<file path="src/rtl/nar_pkg.sv">
// shared types and constants for the no-adjacent-repeat reorder block
package nar_pkg;

    localparam int ValW   = 12;
    localparam int NumVal = 4096;
    localparam int CntW   = 13;
    localparam int MaxItems = 4096;

    localparam logic [1:0] KIND_LOAD  = 2'd0;
    localparam logic [1:0] KIND_PULL  = 2'd1;
    localparam logic [1:0] KIND_CLEAR = 2'd2;
    localparam logic [1:0] KIND_RSVD  = 2'd3;

    localparam logic [1:0] STATUS_EMIT  = 2'd0;
    localparam logic [1:0] STATUS_DONE  = 2'd1;
    localparam logic [1:0] STATUS_STUCK = 2'd2;

    typedef struct packed {
        logic             load;      // increment count at request value
        logic             clr_start; // begin clearing sweep
        logic             scan_start;// begin max scan
        logic             commit;    // apply scan result
        logic [ValW-1:0]  value;
    } nar_cmd_t;

    typedef struct packed {
        logic             busy;      // sweep, scan or update running
        logic             res_valid; // scan result ready (one cycle)
        logic [ValW-1:0]  emitted;
        logic [1:0]       status;
    } nar_stat_t;

endpackage

</file>
<file path="src/rtl/nar_ctrl.sv">
// request handshake and sequencing of the datapath
module nar_ctrl (
    input  logic               clk,
    input  logic               rst_n,
    input  logic               in_valid,
    output logic               in_stall,
    input  logic [1:0]         kind,
    input  logic [11:0]        value,
    output logic               out_valid,
    input  logic               out_stall,
    output logic [11:0]        emitted,
    output logic [1:0]         status,
    output nar_pkg::nar_cmd_t  cmd,
    input  nar_pkg::nar_stat_t stat
);

    typedef enum logic [3:0] {
        S_IDLE   = 4'b0001,
        S_WAIT   = 4'b0010,
        S_SCAN   = 4'b0100,
        S_COMMIT = 4'b1000
    } cstate_t;

    cstate_t     st_reg, st_next;
    logic        ov_reg, ov_next;
    logic        acc;
    logic        free;

    // held result until slot frees
    logic [11:0] hold_em_reg;
    logic [1:0]  hold_st_reg;
    logic [11:0] out_em_reg;
    logic [1:0]  out_st_reg;

    assign free     = (st_reg == S_IDLE) && !stat.busy;
    assign in_stall = !free;
    assign acc      = in_valid && !in_stall;

    always_comb
    begin
        st_next   = st_reg;
        ov_next   = ov_reg && out_stall;
        cmd       = '0;
        cmd.value = value;
        unique case (st_reg)
            S_IDLE:
            begin
                if (acc)
                begin
                    unique case (kind)
                        nar_pkg::KIND_LOAD:  cmd.load = 1'b1;
                        nar_pkg::KIND_CLEAR: cmd.clr_start = 1'b1;
                        nar_pkg::KIND_PULL:
                        begin
                            cmd.scan_start = 1'b1;
                            st_next = S_SCAN;
                        end
                        default: ;
                    endcase
                end
            end
            S_SCAN:
            begin
                if (stat.res_valid)
                begin
                    st_next = S_WAIT;
                end
            end
            S_WAIT:
            begin
                // result slot must be free before the result lands
                if (!ov_reg || !out_stall)
                begin
                    ov_next    = 1'b1;
                    cmd.commit = 1'b1;
                    st_next    = S_COMMIT;
                end
            end
            S_COMMIT:
            begin
                st_next = S_IDLE;
            end
            default: st_next = S_IDLE;
        endcase
    end

    always_ff @(posedge clk or negedge rst_n)
    begin
        if (!rst_n)
        begin
            st_reg <= S_IDLE;
            ov_reg <= 1'b0;
        end
        else
        begin
            st_reg <= st_next;
            ov_reg <= ov_next;
        end
    end

    always_ff @(posedge clk)
    begin
        if (st_reg == S_SCAN && stat.res_valid)
        begin
            hold_em_reg <= stat.emitted;
            hold_st_reg <= stat.status;
        end
    end

    always_ff @(posedge clk)
    begin
        if (st_reg == S_WAIT && (!ov_reg || !out_stall))
        begin
            out_em_reg <= hold_em_reg;
            out_st_reg <= hold_st_reg;
        end
    end

    assign out_valid = ov_reg;
    assign emitted   = out_em_reg;
    assign status    = out_st_reg;

    a_out_hold: assert property (@(posedge clk) disable iff (!rst_n)
        out_valid && out_stall |=> out_valid && $stable(emitted) && $stable(status))
        else $error("stalled result changed");
    a_no_acc_busy: assert property (@(posedge clk) disable iff (!rst_n)
        stat.busy |-> in_stall)
        else $error("request taken while busy");
    a_commit_once: assert property (@(posedge clk) disable iff (!rst_n)
        cmd.commit |=> !cmd.commit)
        else $error("double commit");

endmodule

</file>
<file path="config.mk">
export PLATFORM = sky130hd
export DESIGN_NAME = nar_ctrl
export DESIGN_NICKNAME = d
export VERILOG_FILES = /design/src/rtl/nar_pkg.sv /design/src/rtl/nar_ctrl.sv
export SDC_FILE = /design/constraint.sdc
export NUM_CORES = 1
export LEC_CHECK = 0
export ABC_AREA = 1
export ABC_CLOCK_PERIOD_IN_PS = 3590
export BUFFER_PORTS_ARGS = -buffer_cell sky130_fd_sc_hd__buf_2
export CORE_MARGIN = 8
export CORE_UTILIZATION = 46
export CTS_BUF_LIST = sky130_fd_sc_hd__clkbuf_4 sky130_fd_sc_hd__clkbuf_8 sky130_fd_sc_hd__clkbuf_16
export CTS_CLUSTER_DIAMETER = 80
export DETAILED_ROUTE_END_ITERATION = 6
export PLACE_DENSITY = 0.82
export SLEW_MARGIN = 20
export SYNTH_ARGS = -nofsm -noshare
export SYNTH_HDL_FRONTEND = slang
export SYNTH_SLANG_ARGS = --single-unit
</file>
<file path="constraint.sdc">
create_clock -name clk -period 3.59 [get_ports clk]
set_input_delay 0.359 -clock clk [delete_from_list [all_inputs] [get_ports clk]]
set_output_delay 0.359 -clock clk [all_outputs]
set_load 0.02 [all_outputs]
</file>
==> reports/qor.txt, run 1 <==
EDFF count, synth: 28
Crit Path Max Fanout: 15
Hold WS: 0.208 ns
Max_cap viols: 0
Leakage: 0.000652 uW
Share of cells above drive strength 1: 49.6%
Syn_area_per_cell: 15.8 um2
Post-CTS Setup Inserts: 0
H-tree depth: 2
Clock Skews: 0.00603 ns
Fraction of the cycle the final worst path needs: 54.9%
Routed WL: 2360 um
DRC viols: 0
Synth area leader: edfxtp_1
Syn Inst Count: 78
Core area: 0.00250 mm2
Detail-routed via count per cell: 4.78
Setup_tns: 0 ns
Initial DRC count: 26
FMAX: 507 MHz
Final slew viol count: 0
Seq cells post-synth: 33
Top post-synthesis cells by area: edfxtp_1, dfrtp_1, buf_4
WP buf/inv: 2
Family with the most delay on the worst path: buffers and inverters
Levels on crit path: 5
Total CTS buffers: 5
Status: finished, final reports clean
Worst hold path type: in2reg
DR vias: 702
Post-synth ARST share: 15.2%
Maximum VDD drop: 0.331 mV
Largest net degree at the start of global routing: 16
Global placement routability congestion: 0.772
Fillers: 198
Commonest non-fill, non-tap cell in the layout: buf_2
Commonest cells after routing, fill and taps aside: buf_2, edfxtp_1, inv_1
Insertion delay to the later sink of the worst-skew pair: 0.32 ns
Share of the synthesized area in the top cell type: 68.4%
P per Cell Area: 528 mW/mm2
Root buffer cell: clkbuf_4
Slew @ Worst Pin: 0.693 ns
Initial antenna violation count: 0
Synth cell types: 19
I/O pins: 66
Final core utilization: 59.3%
Flop2flop setup slack: 1.91 ns
Clock slew at reported path FFs: 0.10 ns
RSZ-0062 raised after global routing: false
Worst r2r path cells: 3
Yosys warning count: 0
Slew headroom: 53.7%
Syn Nets: 112
Post-synthesis sequential area ratio: 78.6%
First-pass GRT wire length: 3380 um
Layout area overhead: 20.4%
CP Cell Sequence: nor2_2, nand3_2, a21oi_1, buf_4, buf_2
Startpoint types: register
Gr ovfl total: 0
# hold bufs at CTS: 1
WP data arrival: 1.61 ns
Critical path type: reg2out
Pre-Repair DR Iteration Count: 4
Crit path capture type: output port
Vias in the first global route: 727
Avg WL per Cell: 16.1 um
Worst path slowest cell: dfrtp_1
Top_reg_cell synth: edfxtp_1
Slowest stage delay, CP: 0.40 ns
PortBufs: 41
Post-CTS sizing: 0
Post-DRT Antenna Nets: 0
Tmin final: 1.97 ns
CTS Sinks: 33
Layout net count: 150
GRT Total Usage: 10.3%
Inserted Diodes: 0
Die height: 67.7 um
Die W: 67.7 um
Post-DP HPWL: 1800 um
Cell Rows: 18
Crit path required time: 3.23 ns
CTS tree: built
Starting density of the core: 49.2%
WHS Path Cells: 1
Synth Cell Area: 0.00123 mm2
Clock Path Buffers: 2
Setup-failing EPs final: 0
Die Area: 0.00458 mm2
Final Hold Fails: 0
==> logic make-up (layout without fill, tap and decap cells) <==
logic type,count (synthesis),after routing,share of synthesized area (%)
AND/OR/NAND/NOR,19,19,9.05
flip-flops,33,33,78.6
AO/OA/AOI/OAI,4,4,1.93
buffers and inverters,22,61,10.4
==> final cells by class <==
type / instances / area (um2) / area share (%)
well taps: 30 / 37.5 / 2.53
clock buffers: 6 / 45.0 / 3.04
repair buffers: 43 / 223 / 15.0
multi-input cells: 23 / 138 / 9.29
clock inverters: 2 / 33.8 / 2.28
flip-flops and latches: 33 / 967 / 65.3
inverters: 10 / 37.5 / 2.53
==> cell usage after synthesis, types with 2 or more instances <==
| cell | number |
|---|---|
| edfxtp_1 | 28 |
| buf_4 | 12 |
| inv_1 | 9 |
| nand2_1 | 6 |
| dfrtp_1 | 4 |
| nor2_1 | 3 |
| a21oi_1 | 2 |
| nand2_2 | 2 |
| nand4_1 | 2 |
==> per-stage QoR <==
step           instances  setup WS (ns)  total power (uW)  instance area (um2)
6_report             147           1.62               783                 1480
5_1_grt              147           1.46               812                 1480
4_1_cts              147           1.57               791                 1480
3_5_place_dp         138           1.61               523                 1390
3_3_place_gp         138           1.78               518                 1390
2_1_floorplan         78           1.54               514                 1230
==> final timing paths <==
path	end	from
max in group asynchronous	st_reg[0]	rst_n
min reg2reg	emitted[9]	hold_em_reg[9]
min in group asynchronous	out_valid	rst_n
max	cmd[12]	st_reg[3]
max reg2reg	hold_em_reg[3]	st_reg[3]
min	hold_st_reg[1]	stat[1]
==> worst register-to-register path: cells and delay by family, from the launching register on <==
kind	cells	cell delay, ns
AND/OR/NAND/NOR	3	0.91
flip-flops	1	0.40
==> metal layers <==
layer / vias to the layer above / track usage [%] / part of all wire (%)
met5: - / 0 / 0
met4: 0 / 5.48 / 2.6
met3: 13 / 4.97 / 9.6
met2: 33 / 18.8 / 55
met1: 324 / 9.18 / 33
li1: 332 / - / -
==> report_power, final <==
group          internal, uW  switching (uW)
logic                  33.5            49.3
clock network           152             114
registers               427            6.14
total                   613             169
(Power assumes the default switching activity.)
==> inputs of run 2 (changes only) <==
- ABC_CLOCK_PERIOD_IN_PS: 3590 -> 1900
- CORE_UTILIZATION: 46 -> 43
- PLACE_DENSITY: 0.82 -> 0.77
- clock period: 3.59 -> 1.9 ns (I/O delays scaled with it)
==> run 2 against run 1 <==
Against the previous run: highest routed layer unchanged; design area up 1.6%; die area is 5.3% higher; register-to-register slack lost 1.5 ns; core utilization down 4.2 points; power is 71% higher; clock skew rose by 0.0020 ns; global-route usage down 1.3 points; flip-flop and latch count unchanged; sequential power up 89%; combinational power increased by 86%; via count up 3.8%.
==> reports/qor.txt, run 2 (same netlist as run 1, synthesis figures left out) <==
Fin cells: 153 (+4.1%)
Comb pwr share: 11.5% (+0.9 points)
P_sw: 308 uW (+82%)
Fillers: 232 (+17%)
Layout net count: 155 (+3.3%)
Share of cells above drive strength 1: 52.5% (+2.9 points)
Tmin final: 1.64 ns
Fraction of the cycle the final worst path needs: 86.5%
Clock Skews: 0.00807 ns (+0.00204 ns)
Avg WL per Cell: 14.5 um (-9.5%)
Core area: 0.00273 mm2 (+9.4%)
Inserted Diodes: 0 (unchanged)
I/O pins: 66 (unchanged)
DR vias: 729 (+3.8%)
Die Area: 0.00483 mm2 (+5.3%)
Final Hold Fails: 0 (unchanged)
Initial antenna violation count: 0 (unchanged)
P per Cell Area: 887 mW/mm2 (+68%)
Setup-failing EPs final: 0 (unchanged)
GRT Total Usage: 9.09% (-1.3 points)
Worst hold path type: in2reg
Leakage: 0.000673 uW (+3.2%)
Die height: 69.5 um (+2.6%)
Worst r2r src: st_reg[3]
Total CTS buffers: 5 (unchanged)
Crit Path Max Fanout: 5 (-10)
Worst path slowest cell: dfstp_2
Layout area overhead: 22.4%
Global placement routability congestion: 0.636 (-18%)
PortBufs: 41 (unchanged)
Final slew viol count: 0 (unchanged)
Cell Rows: 19 (+1)
Post-DRT Antenna Nets: 0 (unchanged)
Max_cap viols: 0 (unchanged)
Commonest non-fill, non-tap cell in the layout: buf_2
Root buffer cell: clkbuf_4
DRC viols: 0 (unchanged)
Slew @ Worst Pin: 0.193 ns (-0.500 ns)
Vias in the first global route: 829 (+14%)
Starting density of the core: 45.0% (-4.2 points)
Routed WL: 2220 um (-5.8%)
Startpoint types: register
Switch share: 23.1% (+1.4 points)
WP data arrival: 1.45 ns (-0.16 ns)
First-pass GRT wire length: 3510 um (+3.7%)
Worst Setup SP: st_reg[0]
Post-DP HPWL: 1760 um (-2.4%)
Commonest cells after routing, fill and taps aside: buf_2, edfxtp_1, inv_1
P_int: 1030 uW (+67%)
Status: finished, final reports clean
CP Cell Sequence: nand2_2, nor2_4, nand4_2, nor2_1, buf_2
Gr ovfl total: 0 (unchanged)
Cells after DPL: 141 (+2.2%)
Hold path startpoint: stat[7]
Largest net degree at the start of global routing: 15 (-1)
Insertion delay to the later sink of the worst-skew pair: 0.32 ns (about the same)
Critical path type: reg2out
Maximum VDD drop: 0.555 mV (+67%)
Pre-Repair DR Iteration Count: 4 (unchanged)
Initial DRC count: 13 (-50%)
Seq pwr share: 61.4% (+6.0 points)
H-tree depth: 2 (unchanged)
Die W: 69.5 um (+2.6%)
Slowest stage delay, CP: 0.56 ns (+0.16 ns)
Clock Path Buffers: 2 (unchanged)
Clock slew at reported path FFs: 0.09 ns (about the same)
CTS tree: built
RSZ-0062 raised after global routing: false
Slew headroom: 87.0% (+33 points)
Setup_tns: 0 ns (unchanged)
CTS Sinks: 33 (unchanged)
Crit path required time: 1.71 ns (-1.52 ns)
FMAX: 609 MHz
Crit path capture type: output port
Detail-routed via count per cell: 4.76 (-0.23%)
Clk pwr share: 27.1% (-7.0 points)
==> run 2: layer usage <==
metal,up-vias,routed length (um),global-route usage (%)
met4,0,10,3.42
met5,-,0,0
met3,4,280,7.30
met2,44,1170,15.3
li1,342,-,-
met1,339,760,7.80
==> run 2: path summary, 6_finish.rpt <==
path,cells after the start,to,slack (ns)
max in group asynchronous,2,st_reg[0],1.47
hold / removal,1,hold_em_reg[5],0.04
setup / recovery,5,cmd[15],0.26
hold reg to reg,0,emitted[0],0.43
min in group asynchronous,2,st_reg[2],0.22
setup reg to reg,5,status[1],0.37
==> run 2: worst max-delay path, delay by kind of cell (launching register included) <==
| family | cells | cell delay, ns |
|---|---|---|
| flops | 1 | 0.56 |
| simple gates | 4 | 0.42 |
| buf+inv | 1 | 0.17 |
==> run 2: layout make-up <==
class	count	area, um2	area share (%)
clock buffers	6	45.0	2.99
clock inverters	2	10.0	0.665
multi-input cells	23	146	9.73
flip-flops and latches	33	967	64.3
repair buffers	48	260	17.3
well taps	31	38.8	2.58
inverters	10	37.5	2.49
==> run 2: power by group through the flow <==
stage	clock (uW)	sequential, uW	combinational (uW)
2_1_floorplan	0	835	135
3_3_place_gp	0	834	147
3_5_place_dp	0	836	152
4_1_cts	378	820	155
5_1_grt	411	821	167
6_report	362	820	154
==> run 2: repair_timing <==
action | in CTS | in global routing
endpoints found under the setup margin | 1 | 1
resized for setup | 1 | 0
endpoints found under the hold margin | 5 | 0
buffers inserted | 0 | 3
pin swaps | 0 | 0
hold buffers | 1 | 0
==> run 2: stage by stage <==
| stage | setup WS [ns] | hold WS [ns] | instance area [um2] | total power, uW | util [%] |
|---|---|---|---|---|---|
| after floorplan | 0.256 | -0.106 | 1230 | 971 | - |
| after global routing | 0.174 | 0.0191 | 1510 | 1400 | 55.1 |
| after CTS | 0.0429 | 0.0213 | 1480 | 1350 | 54.2 |
| after global placement | 0.299 | 0.00552 | 1410 | 981 | 51.6 |
| after detailed placement | 0.192 | 0.00800 | 1410 | 988 | 51.6 |
| final | 0.257 | 0.0406 | 1510 | 1340 | 55.1 |
